File: config.mk
export PLATFORM = sky130hd
export DESIGN_NAME = cub_ram
export DESIGN_NICKNAME = d
export VERILOG_FILES = /design/src/rtl/cub_ram.sv
export SDC_FILE = /design/constraint.sdc
export NUM_CORES = 1
export LEC_CHECK = 0
export BUFFER_PORTS_ARGS = -buffer_cell sky130_fd_sc_hd__buf_2
export CAP_MARGIN = 20
export CORE_MARGIN = 2
export CORE_UTILIZATION = 60
export CTS_CLUSTER_DIAMETER = 150
export DETAILED_ROUTE_END_ITERATION = 10
export PLACE_DENSITY = 0.78
export SKIP_LAST_GASP = 1
export SLEW_MARGIN = 15
export SYNTH_ARGS = -nofsm -noshare
export SYNTH_HDL_FRONTEND = slang
export SYNTH_SLANG_ARGS = --single-unit
File: constraint.sdc
create_clock -name clk_i -period 2.34 [get_ports clk_i]
set_input_delay 0.234 -clock clk_i [delete_from_list [all_inputs] [get_ports clk_i]]
set_output_delay 0.234 -clock clk_i [all_outputs]
set_load 0.005 [all_outputs]
File: src/rtl/cub_ram.sv
// Generic single-write, single-read RAM with registered read data.
module cub_ram #(
  parameter int unsigned WIDTH = 8,
  parameter int unsigned DEPTH = 16
) (
  input  logic                     clk_i,
  input  logic                     we_i,
  input  logic [$clog2(DEPTH)-1:0] waddr_i,
  input  logic [WIDTH-1:0]         wdata_i,
  input  logic [$clog2(DEPTH)-1:0] raddr_i,
  output logic [WIDTH-1:0]         rdata_o
);

  logic [WIDTH-1:0] mem_q [DEPTH];
  logic [WIDTH-1:0] rdata_q;

  always_ff @(posedge clk_i) begin
    if (we_i) begin
      mem_q[waddr_i] <= wdata_i;
    end
    rdata_q <= mem_q[raddr_i];
  end

  assign rdata_o = rdata_q;

endmodule

## Word level (Yosys, flattened, before mapping)

Memories as Yosys holds them, arrays and structs flattened. A register that Yosys moved wholly into a read port is not among the register bits.
Cells that the tools add are included.

| operators by class | value |
|---|---|
| muxes and demuxes | 2 |

Operators by type and width:

| cell | count |
|---|---|
| two-way mux 1 bit | 2 |

| word-level totals | value |
|---|---|
| input bits | 18 |
| memories | 1 |
| memory bits (writable) | 128 |
| word-level logic and storage cells | 3 |
| bits in registers | 0 |

Memories:

| memory | words | bits a word | rd ports | clocked after memory_dff | wr ports | RTL line | RTL |
|---|---|---|---|---|---|---|---|
| mem_q | 16 | 8 | 1 | 1 | 1 | 14 | `logic [WIDTH-1:0] mem_q [DEPTH];` |

## Longest topological paths before layout

Gate-level depths: netlist (run 1).

| depth | value |
|---|---|
| depth after elaboration | 2 |
| depth in mapped cells | 5 |
| mapped depth without buffers | 3 |

## Worst setup path before layout (run 1)

OpenSTA, ideal clock, no wires.

| timing path | value |
|---|---|
| path kind | in2reg |
| start | in waddr_i[2] |
| end | mem mem_q[0][0] (enable) |
| library setup time | 383 ps |
| path slack | 613 ps |
| data required time | 1957 ps |
| stages on the path | 2 |
| buffers on the path | 0 |
| data arrival time | 1344 ps |
| path through | or3b_2 -> nor3_1 |

RTL lines:

| what | RTL line | RTL |
|---|---|---|
| start, declared | 8 | `input logic [$clog2(DEPTH)-1:0] waddr_i,` |
| end, declared | 14 |  |

Straight into the memory's write port.

==> results of run 1 <==
metrics by stage:
step	worst slack, ns	util (%)	std cells
global route	0.885	73.7	401
floorplan	0.613	-	229
global placement	0.593	66.4	369
detailed placement	0.485	66.4	369
finish	0.941	73.7	401
CTS	0.926	73.7	401
cells by family after synthesis:
logic type,share of synthesized area [%]
flip-flops,77.8
AND/OR/NAND/NOR,3.18
multiplexers,15.0
AO/OA/AOI/OAI,2.33
buffers and inverters,1.68
flip-flops by register name, summed over array words and instances, names as in the netlist:
name,count
mem_q,128
rdata_o,8
layout by cell type, fill, tap and decap left out, drive strengths merged, types with 5 or more instances in the layout:
cell      n
a22oi    16
buf      45
clkbuf   18
clkinv    5
dfxtp     8
edfxtp  128
mux4     32
nand2     9
nor2     13
where the power goes:
group	internal, mW	leakage [nW]	total, mW	switching (mW)
registers	2.72	1.22	2.74	0.0173
logic	0.107	0.581	0.248	0.141
clock network	1.66	0.284	2.65	0.996
total	4.49	2.09	5.64	1.15
critical path, stage by stage (launching register included):
cell	delay [ns]
edfxtp_1	0.43
mux4_1	0.55
a22oi_1	0.23
nand2_1	0.08
final cells by class:
class                   instances  share of cell area, %
repair buffers                 45                   4.73
well taps                     105                   2.16
clock buffers                  18                   7.04
multi-input cells              83                   17.4
clock inverters                14                   2.86
flip-flops and latches        136                   65.8
Yosys cell counts (2+ instances only):
| cell type | number |
|---|---|
| nor2_1 | 13 |
| edfxtp_1 | 128 |
| a22oi_1 | 16 |
| mux4_1 | 14 |
| mux4_2 | 18 |
| buf_2 | 3 |
| clkdlybuf4s25_2 | 3 |
| dfxtp_1 | 8 |
| buf_6 | 3 |
| nand2b_1 | 2 |
| nand2_1 | 9 |
| nand3b_1 | 2 |
| nor3_1 | 4 |
routing by layer:
metal  track usage, %  routed length (um)
met1             31.8                3860
met2             36.8                5080
met3             6.43                 927
met4             8.34                 207
met5                0                   0
worst max-delay path by stage:
stage | start | to
CTS | mem_q[6][3]$_DFFE_PP_ | rdata_o[3]$_DFF_P_
finish | mem_q[6][3]$_DFFE_PP_ | rdata_o[3]$_DFF_P_
detailed placement | waddr_i[2] | mem_q[1][7]$_DFFE_PP_
global placement | waddr_i[2] | mem_q[1][7]$_DFFE_PP_
floorplan | waddr_i[2] | mem_q[0][0]$_DFFE_PP_
global route | mem_q[6][3]$_DFFE_PP_ | rdata_o[3]$_DFF_P_
==> insert_results.sql, run 1 <==
INSERT INTO impl_metrics (metric_group, metric, value, unit) VALUES
('status', 'outcome', 'completed', ''),
('setup_path', 'data_arrival_time_of_the_critical_path', '1.80', 'ns'),
('route', 'drt_first_iter_violations', '306', ''),
('timing', 'fin_worst_skew', '0.00533', 'ns'),
('global_routing', 'antenna_found_initial', '0', ''),
('clock_network', 'clkTransAtPathRegs', '0.06', 'ns'),
('timing', 'rsz0062_at_grt', 'false', ''),
('die', 'die_width', '96.6', 'um'),
('die', 'row_count', '33', ''),
('die', 'die_height', '96.6', 'um'),
('setup_path', 'worst-r2r-setup-slack', '0.94', 'ns'),
('clock_network', 'clock_tree.htree_level_count', '4', ''),
('worst_hold_path', 'min_path_type', 'input port to flip-flop', ''),
('clock_network', 'cts-buffers-inserted', '17', ''),
('global_routing', 'globalRouteTotalUtil', '23.3', '%'),
('synth', 'post_synth_instance_area', '5150', 'um2'),
('clock_network', 'clock_latency', '0.52', 'ns'),
('global_routing', 'remaining_overflow_grt', '0', ''),
('power_and_ir_drop', 'worst_ir_drop_vdd', '0.000561', 'V'),
('place', 'place.detailed.hpwl', '6030', 'um'),
('clock_network', 'cts-root-buf', 'clkbuf_8', ''),
('timing', 'hold_viol_final', '0', ''),
('global_routing', 'grt_first_pass_wirelength', '15500', 'um'),
('timing', 'fin_crit_sh', '59.8', '%'),
('clock_network', 'ctsLongestPathBuffers', '2', ''),
('setup_path', 'setup.worst_path.class', 'flip-flop to flip-flop', ''),
('clock_network', 'cts.repair.resized', '0', ''),
('synth', 'synth.ff_latch_count', '136', ''),
('global_routing', 'first_global_vias', '2658', ''),
('synth', 'yosys.area.top_type', 'edfxtp_1', ''),
('route', 'vias_per_cell', '6.27', ''),
('synth', 'synthesis.area_per_instance', '22.5', 'um2'),
('timing', 'fin_tns_setup', '0', 'ns'),
('synth', 'yosys-top-cells-area', 'edfxtp_1 75%, mux4_2 7.9%, mux4_1 7.1%', ''),
('clock_network', 'post_cts.repair.setup_buffers', '0', ''),
('finish', 'area_occupied_by_multi_input_gates', '1060', 'um2'),
('route', 'drtPass1Iterations', '6', ''),
('clock_network', 'cts_hold_repair.buffers', '0', ''),
('clock_network', 'tritoncts_clock_tree', 'built', ''),
('setup_path', 'r2r_cells', '3', ''),
('place', 'routability_congestion_estimate', '0.775', ''),
('synth', 'netlist_instances', '229', ''),
('synth', 'synth-async-reset-ratio', '0', '%'),
('die', 'die_area', '9340', 'um2'),
('setup_path', 'timing.rr.end', 'rdata_o[3]$_DFF_P_', ''),
('timing', 'layout_min_cycle_time', '1.40', 'ns'),
('worst_hold_path', 'holdCritStartpoint', 'wdata_i[3]', ''),
('job', 'maxCapViolCount', '0', ''),
('timing', 'maxSlewHeadroom', '50.5', '%'),
('power_and_ir_drop', 'power.density', '928', 'nW/um2'),
('power_and_ir_drop', 'design_power_total', '5.64', 'mW'),
('synth', 'netlist.area_leader.share', '74.7', '%'),
('setup_path', 'critical_path.endpoint_type', 'flip-flop', ''),
('place', 'placement.cell_area', '5480', 'um2'),
('synth', 'yosysWarningCount', '0', ''),
('finish', 'finalInstanceArea', '6080', 'um2'),
('global_routing', 'largest_net_degree_at_the_start_of_global_routing', '33', ''),
('die', 'floorplan.io_pins', '26', ''),
('finish', 'layout.area.seq', '4000', 'um2'),
('setup_path', 'timing.critical_path.fanout_max', '1', ''),
('timing', 'final-setup-viol-count', '0', ''),
('finish', 'filler_cell_count', '462', ''),
('finish', 'layout-drive-gt1-share', '32.4', '%'),
('die', 'floorplan.initialDensity', '62.3', '%'),
('synth', 'syn_nets', '247', ''),
('timing', 'max_freq', '715', 'MHz'),
('timing', 'final-max-slew-violation-count', '0', ''),
('synth', 'synth_flop_type', 'edfxtp_1', ''),
('die', 'core_area', '8260', 'um2'),
('setup_path', 'worstPathRequired', '2.74', 'ns'),
('setup_path', 'critPathLaunchType', 'flip-flop', '');
No activity file was read; power rests on OpenSTA's default activity.
==> run 2: changes to the inputs <==
clock period = 1.4 ns   (was 2.34 ns; I/O delays follow)
==> run 2 against run 1 <==
Against the previous run:
- clock power increased by 66%
- setup slack got worse by 0.90 ns
- combinational power increased by 83%
- global-route usage increased by 0.41 points
- core utilization increased by 1.5 points
- non-clock buffer count increased by 10
- final cell count increased by 2.5%
- hold slack got worse by 0.096 ns
- first-iteration DRC count decreased by 18%
==> insert_results.sql, run 2 (synthesized netlist as in run 1, its figures left out) <==
INSERT INTO impl_metrics (metric_group, metric, value, unit) VALUES
('finish', 'synthToLayoutAreaGrowth', '20.6', '%'),
('route', 'vias_per_cell', '6.21', ''),
('clock_network', 'cts-root-buf', 'clkbuf_8', ''),
('route', 'postRouteWirelength', '10100', 'um'),
('timing', 'hold-worst-slack', '0.0131', 'ns'),
('clock_network', 'clock_tree.htree_level_count', '4', ''),
('power_and_ir_drop', 'power.density', '1520', 'nW/um2'),
('status', 'outcome', 'completed', ''),
('place', 'post-place-ws', '-0.112', 'ns'),
('timing', 'tightest_slew', '0.847', 'ns'),
('setup_path', 'data_arrival_time_of_the_critical_path', '1.77', 'ns'),
('finish', 'filler_cell_count', '453', ''),
('timing', 'setup_slack', '0.0404', 'ns'),
('timing', 'hold_viol_final', '0', ''),
('place', 'routability_congestion_estimate', '0.769', ''),
('timing', 'fin_tns_setup', '0', 'ns'),
('timing', 'layout_min_cycle_time', '1.36', 'ns'),
('finish', 'layout_common_cells', '128 x edfxtp_1, 25 x buf_2, 23 x buf_4', ''),
('die', 'floorplan.io_pins', '26', ''),
('timing', 'final-max-slew-violation-count', '0', ''),
('job', 'maxCapViolCount', '0', ''),
('finish', 'instances_no_fill', '411', ''),
('setup_path', 'worst-r2r-setup-slack', '0.04', 'ns'),
('finish', 'layout.area.seq', '4000', 'um2'),
('worst_hold_path', 'min_path_type', 'input port to flip-flop', ''),
('clock_network', 'post_cts.repair.setup_buffers', '0', ''),
('route', 'drtPass1Iterations', '4', ''),
('finish', 'mostFrequentLayoutCell', 'edfxtp_1', ''),
('clock_network', 'tritoncts_clock_tree', 'built', ''),
('route', 'dr_total_vias', '2553', ''),
('timing', 'final-setup-viol-count', '0', ''),
('finish', 'area_occupied_by_multi_input_gates', '1080', 'um2'),
('route', 'wire_per_inst', '24.7', 'um'),
('global_routing', 'first_global_vias', '2742', ''),
('clock_network', 'cts-buffers-inserted', '17', ''),
('clock_network', 'clkTransAtPathRegs', '0.06', 'ns'),
('finish', 'diodes', '0', ''),
('global_routing', 'largest_net_degree_at_the_start_of_global_routing', '20', ''),
('finish', 'max_ffs_per_register', '128', ''),
('die', 'die_width', '96.6', 'um'),
('setup_path', 'timing.critical_path.fanout_max', '1', ''),
('route', 'route.detailed.drc', '0', ''),
('die', 'core_area', '8260', 'um2'),
('finish', 'final_core_util', '75.2', '%'),
('setup_path', 'worstPathRequired', '1.81', 'ns'),
('setup_path', 'critPathLaunchType', 'flip-flop', ''),
('clock_network', 'clock_latency', '0.52', 'ns'),
('clock_network', 'cts.sink_count', '136', ''),
('setup_path', 'critical_path.endpoint_type', 'flip-flop', ''),
('global_routing', 'antenna_found_initial', '0', ''),
('place', 'port_buffers', '25', ''),
('die', 'row_count', '33', ''),
('place', 'dp_cells', '375', ''),
('clock_network', 'ctsLongestPathBuffers', '2', ''),
('die', 'floorplan.initialDensity', '62.3', '%'),
('global_routing', 'remaining_overflow_grt', '0', ''),
('route', 'drt_first_iter_violations', '251', ''),
('timing', 'fin_worst_skew', '0.00515', 'ns'),
('die', 'die_height', '96.6', 'um'),
('route', 'drtAntennaViolNets', '0', ''),
('place', 'place.detailed.hpwl', '6270', 'um'),
('power_and_ir_drop', 'p_leak', '2.14', 'nW'),
('finish', 'finalInstanceArea', '6210', 'um2'),
('timing', 'max_freq', '735', 'MHz'),
('global_routing', 'globalRouteTotalUtil', '23.7', '%'),
('setup_path', 'setup.worst_path.class', 'flip-flop to flip-flop', ''),
('timing', 'fin_crit_sh', '97.1', '%'),
('power_and_ir_drop', 'design_power_total', '9.44', 'mW'),
('power_and_ir_drop', 'worst_ir_drop_vdd', '0.000997', 'V'),
('timing', 'maxSlewHeadroom', '43.3', '%'),
('finish', 'finish.net_count', '311', ''),
('die', 'die_area', '9340', 'um2'),
('global_routing', 'grt_first_pass_wirelength', '15900', 'um'),
('finish', 'max_flop_register', 'mem_q', ''),
('place', 'placement.cell_area', '5560', 'um2'),
('finish', 'layout-drive-gt1-share', '34.6', '%');
## run 2: cell types whose count changed in the layout (fill, tap and decap cells not counted), sizes merged
cell	before	now
dlygate4sd3	0	4
clkbuf	18	19
inv	2	0
buf	45	51
clkinv	5	6
## run 2: power breakdown
part | switching [mW] | internal [mW]
combinational | 0.244 | 0.210
sequential | 0.0317 | 4.55
clock | 1.61 | 2.79
total | 1.89 | 7.55
## run 2: area by class of cell
| cell class | instances | share of cell area (%) |
|---|---|---|
| timing repair buffer | 55 | 6.41 |
| tap | 105 | 2.12 |
| multi-input combinational | 83 | 17.4 |
| sequential | 136 | 64.5 |
| clock inverter | 13 | 2.46 |
| clock buffer | 19 | 7.11 |
## run 2: critical path: stages, from the launching register on
cell,delay (ns)
edfxtp_1,0.36
mux4_1,0.56
a22oi_2,0.26
nand2_1,0.07
## run 2: routing by layer
metal / track usage, % / part of all wire (%) / vias to the layer above
met3: 7.23 / 6.2 / 17
met2: 36.8 / 51 / 118
met4: 9.53 / 2.3 / 0
li1: - / - / 1104
met5: 0 / 0 / -
met1: 32.0 / 40 / 1314
## run 2: final timing paths
path | from | end | cells past startpoint
worst max-delay path | mem_q[1][0]$_DFFE_PP_ | rdata_o[0]$_DFF_P_ | 3
worst min-delay path | wdata_i[5] | mem_q[0][5]$_DFFE_PP_ | 1
worst max register to register | mem_q[1][0]$_DFFE_PP_ | rdata_o[0]$_DFF_P_ | 3
worst min register to register | mem_q[12][2]$_DFFE_PP_ | rdata_o[2]$_DFF_P_ | 3
## run 2: what timing repair did
item / 4_1_cts / 5_1_grt
hold buffers: 4 / 0
gates resized for setup: 1 / 3
endpoints found under the setup margin: 1 / 3
pin swaps: 0 / 1
hold endpoints to repair: 57 / 0
==> run 3: changes to the inputs <==
CTS_BUF_LIST = sky130_fd_sc_hd__clkbuf_16   (was not set)
==> run 3 against run 2 <==
Against the previous run:
- register-to-register slack is essentially flat
- global-route usage rose by 0.41 points
- cell area is 0.89% lower
- critical path depth unchanged
- sequential share of layout area increased by 0.58 points
- sequential cell count unchanged
- hold slack improved by 0.10 ns
- critical endpoint is now rdata_o[3]$_DFF_P_
- largest cell class unchanged
- highest routed layer unchanged
==> insert_results.sql, run 3 (synthesized netlist as in run 1, its figures left out) <==
INSERT INTO impl_metrics (metric_group, metric, value, unit) VALUES
('timing', 'max_freq', '742', 'MHz'),
('setup_path', 'data_arrival_time_of_the_critical_path', '1.63', 'ns'),
('power_and_ir_drop', 'swShare', '20.1', '%'),
('timing', 'rsz0062_at_grt', 'false', ''),
('status', 'outcome', 'completed', ''),
('die', 'die_height', '96.6', 'um'),
('timing', 'fin_crit_sh', '96.2', '%'),
('power_and_ir_drop', 'cellInternalPower', '7.52', 'mW'),
('timing', 'layout_min_cycle_time', '1.35', 'ns'),
('route', 'drtAntennaViolNets', '0', ''),
('setup_path', 'setup.worst_path.class', 'flip-flop to flip-flop', ''),
('power_and_ir_drop', 'p_clk_share', '46.6', '%'),
('setup_path', 'r2r_cells', '3', ''),
('power_and_ir_drop', 'power.density', '1530', 'nW/um2'),
('die', 'core_area', '8260', 'um2'),
('setup_path', 'worstReg2RegStart', 'mem_q[8][3]$_DFFE_PP_', ''),
('route', 'drtPass1Iterations', '5', ''),
('finish', 'layout.area.seq', '4000', 'um2'),
('die', 'floorplan.initialDensity', '62.3', '%'),
('clock_network', 'cts.sink_count', '136', ''),
('setup_path', 'timing.rr.end', 'rdata_o[3]$_DFF_P_', ''),
('power_and_ir_drop', 'p_leak', '2.12', 'nW'),
('job', 'maxCapViolCount', '0', ''),
('setup_path', 'timing.critical_path.fanout_max', '1', ''),
('setup_path', 'critical_path.endpoint_type', 'flip-flop', ''),
('clock_network', 'clock_tree.htree_level_count', '4', ''),
('global_routing', 'largest_net_degree_at_the_start_of_global_routing', '20', ''),
('power_and_ir_drop', 'total_switching_power', '1.90', 'mW'),
('place', 'placement.cell_area', '5560', 'um2'),
('worst_hold_path', 'min_path_type', 'input port to flip-flop', ''),
('clock_network', 'cts-root-buf', 'clkbuf_16', ''),
('die', 'row_count', '33', ''),
('place', 'port_buffers', '25', ''),
('route', 'dr_total_vias', '2532', ''),
('clock_network', 'clock_latency', '0.41', 'ns'),
('finish', 'layout-drive-gt1-share', '34.4', '%'),
('finish', 'layout_common_cells', '128 x edfxtp_1, 25 x buf_2, 23 x buf_4', ''),
('finish', 'max_flop_register', 'mem_q', ''),
('route', 'wire_per_inst', '24.9', 'um'),
('global_routing', 'remaining_overflow_grt', '0', ''),
('place', 'dp_cells', '375', ''),
('worst_hold_path', 'holdCritStartpoint', 'wdata_i[2]', ''),
('route', 'route.detailed.drc', '0', ''),
('finish', 'mostFrequentLayoutCell', 'edfxtp_1', ''),
('global_routing', 'globalRouteTotalUtil', '24.1', '%'),
('route', 'drt_first_iter_violations', '316', ''),
('power_and_ir_drop', 'worst_ir_drop_vdd', '0.000982', 'V'),
('die', 'floorplan.io_pins', '26', ''),
('clock_network', 'cts-buffers-inserted', '17', ''),
('finish', 'max_ffs_per_register', '128', ''),
('finish', 'instances_no_fill', '408', ''),
('finish', 'filler_cell_count', '459', ''),
('global_routing', 'first_global_vias', '2710', ''),
('power_and_ir_drop', 'combPwrFrac', '4.7', '%'),
('timing', 'tightest_slew', '0.860', 'ns'),
('clock_network', 'clkTransAtPathRegs', '0.06', 'ns'),
('finish', 'finalInstanceArea', '6150', 'um2'),
('place', 'routability_congestion_estimate', '0.769', ''),
('timing', 'maxSlewHeadroom', '42.5', '%'),
('timing', 'hold-worst-slack', '0.115', 'ns'),
('timing', 'fin_tns_setup', '0', 'ns'),
('worst_hold_path', 'min_delay_worst_endpoint', 'mem_q[7][2]$_DFFE_PP_', ''),
('global_routing', 'grt_first_pass_wirelength', '16000', 'um'),
('global_routing', 'antenna_found_initial', '1', ''),
('worst_hold_path', 'hold_path_cell_cnt', '1', ''),
('clock_network', 'tritoncts_clock_tree', 'built', ''),
('finish', 'finish.net_count', '307', ''),
('timing', 'final-setup-viol-count', '0', ''),
('finish', 'synthToLayoutAreaGrowth', '19.6', '%'),
('route', 'vias_per_cell', '6.21', ''),
('clock_network', 'ctsLongestPathBuffers', '2', ''),
('finish', 'area_occupied_by_multi_input_gates', '1070', 'um2'),
('timing', 'final-max-slew-violation-count', '0', ''),
('finish', 'final_core_util', '74.5', '%'),
('power_and_ir_drop', 'sequentialPowerShare', '48.7', '%'),
('setup_path', 'critPathLaunchType', 'flip-flop', ''),
('clock_network', 'cts_hold_repair.buffers', '0', ''),
('die', 'die_area', '9340', 'um2'),
('route', 'postRouteWirelength', '10200', 'um'),
('die', 'die_width', '96.6', 'um'),
('setup_path', 'worst-r2r-setup-slack', '0.05', 'ns'),
('timing', 'fin_worst_skew', '0.00623', 'ns'),
('timing', 'hold_viol_final', '0', ''),
('place', 'place.detailed.hpwl', '6270', 'um'),
('setup_path', 'worstPathRequired', '1.69', 'ns');
==> run 3: through the flow <==
stage / worst slack [ns] / total power [mW]
global route: 0.00730 / 9.67
finish: 0.0529 / 9.42
detailed placement: -0.112 / 5.10
global placement: -0.0922 / 5.08
CTS: 0.0103 / 9.45
floorplan: -0.00615 / 4.89
==> run 3: routing by layer <==
metal	wire, um	share of wire [%]	vias to the layer above	GRT usage (%)
li1	-	-	1096	-
met1	3960	39	1270	33.5
met2	5040	50	149	36.3
met3	995	9.8	17	7.73
met4	170	1.7	0	9.43
met5	0	0	-	0
==> run 3: final cells by class <==
| type | instances | area share (%) |
|---|---|---|
| sequential | 136 | 65.1 |
| multi-input combinational | 83 | 17.4 |
| clock buffer | 17 | 6.91 |
| timing repair buffer | 51 | 5.81 |
| clock inverter | 15 | 2.60 |
| tap | 105 | 2.13 |
| antenna | 1 | 0.0407 |
==> run 3: repair_timing <==
item,in CTS,in global routing
setup endpoints to repair,1,3
pin swaps,0,1
buffers inserted,0,0
resized for setup,1,3
hold endpoints to repair,0,0
==> run 3: worst max-delay path: stages, from the launching register on <==
cell      delay (ns)
edfxtp_1        0.39
mux4_1          0.54
a22oi_2         0.22
nand2_1         0.09
==> run 3: worst max-delay path by stage <==
stage,from,end,slack [ns],cells after the start
floorplan,waddr_i[2],mem_q[3][0]$_DFFE_PP_,-0.006,2
global placement,raddr_i[0],rdata_o[2]$_DFF_P_,-0.09,5
detailed placement,raddr_i[0],rdata_o[2]$_DFF_P_,-0.11,5
CTS,mem_q[1][0]$_DFFE_PP_,rdata_o[0]$_DFF_P_,0.01,3
global route,mem_q[7][4]$_DFFE_PP_,rdata_o[4]$_DFF_P_,0.007,3
finish,mem_q[8][3]$_DFFE_PP_,rdata_o[3]$_DFF_P_,0.05,3
==> run 3: power groups by stage <==
| stage | Clock (mW) | Combinational (mW) | Sequential (mW) |
|---|---|---|---|
| after floorplan | 0 | 0.231 | 4.66 |
| after global placement | 0 | 0.419 | 4.66 |
| after detailed placement | 0 | 0.434 | 4.67 |
| after CTS | 4.42 | 0.445 | 4.59 |
| after global routing | 4.59 | 0.483 | 4.59 |
| final | 4.39 | 0.442 | 4.59 |
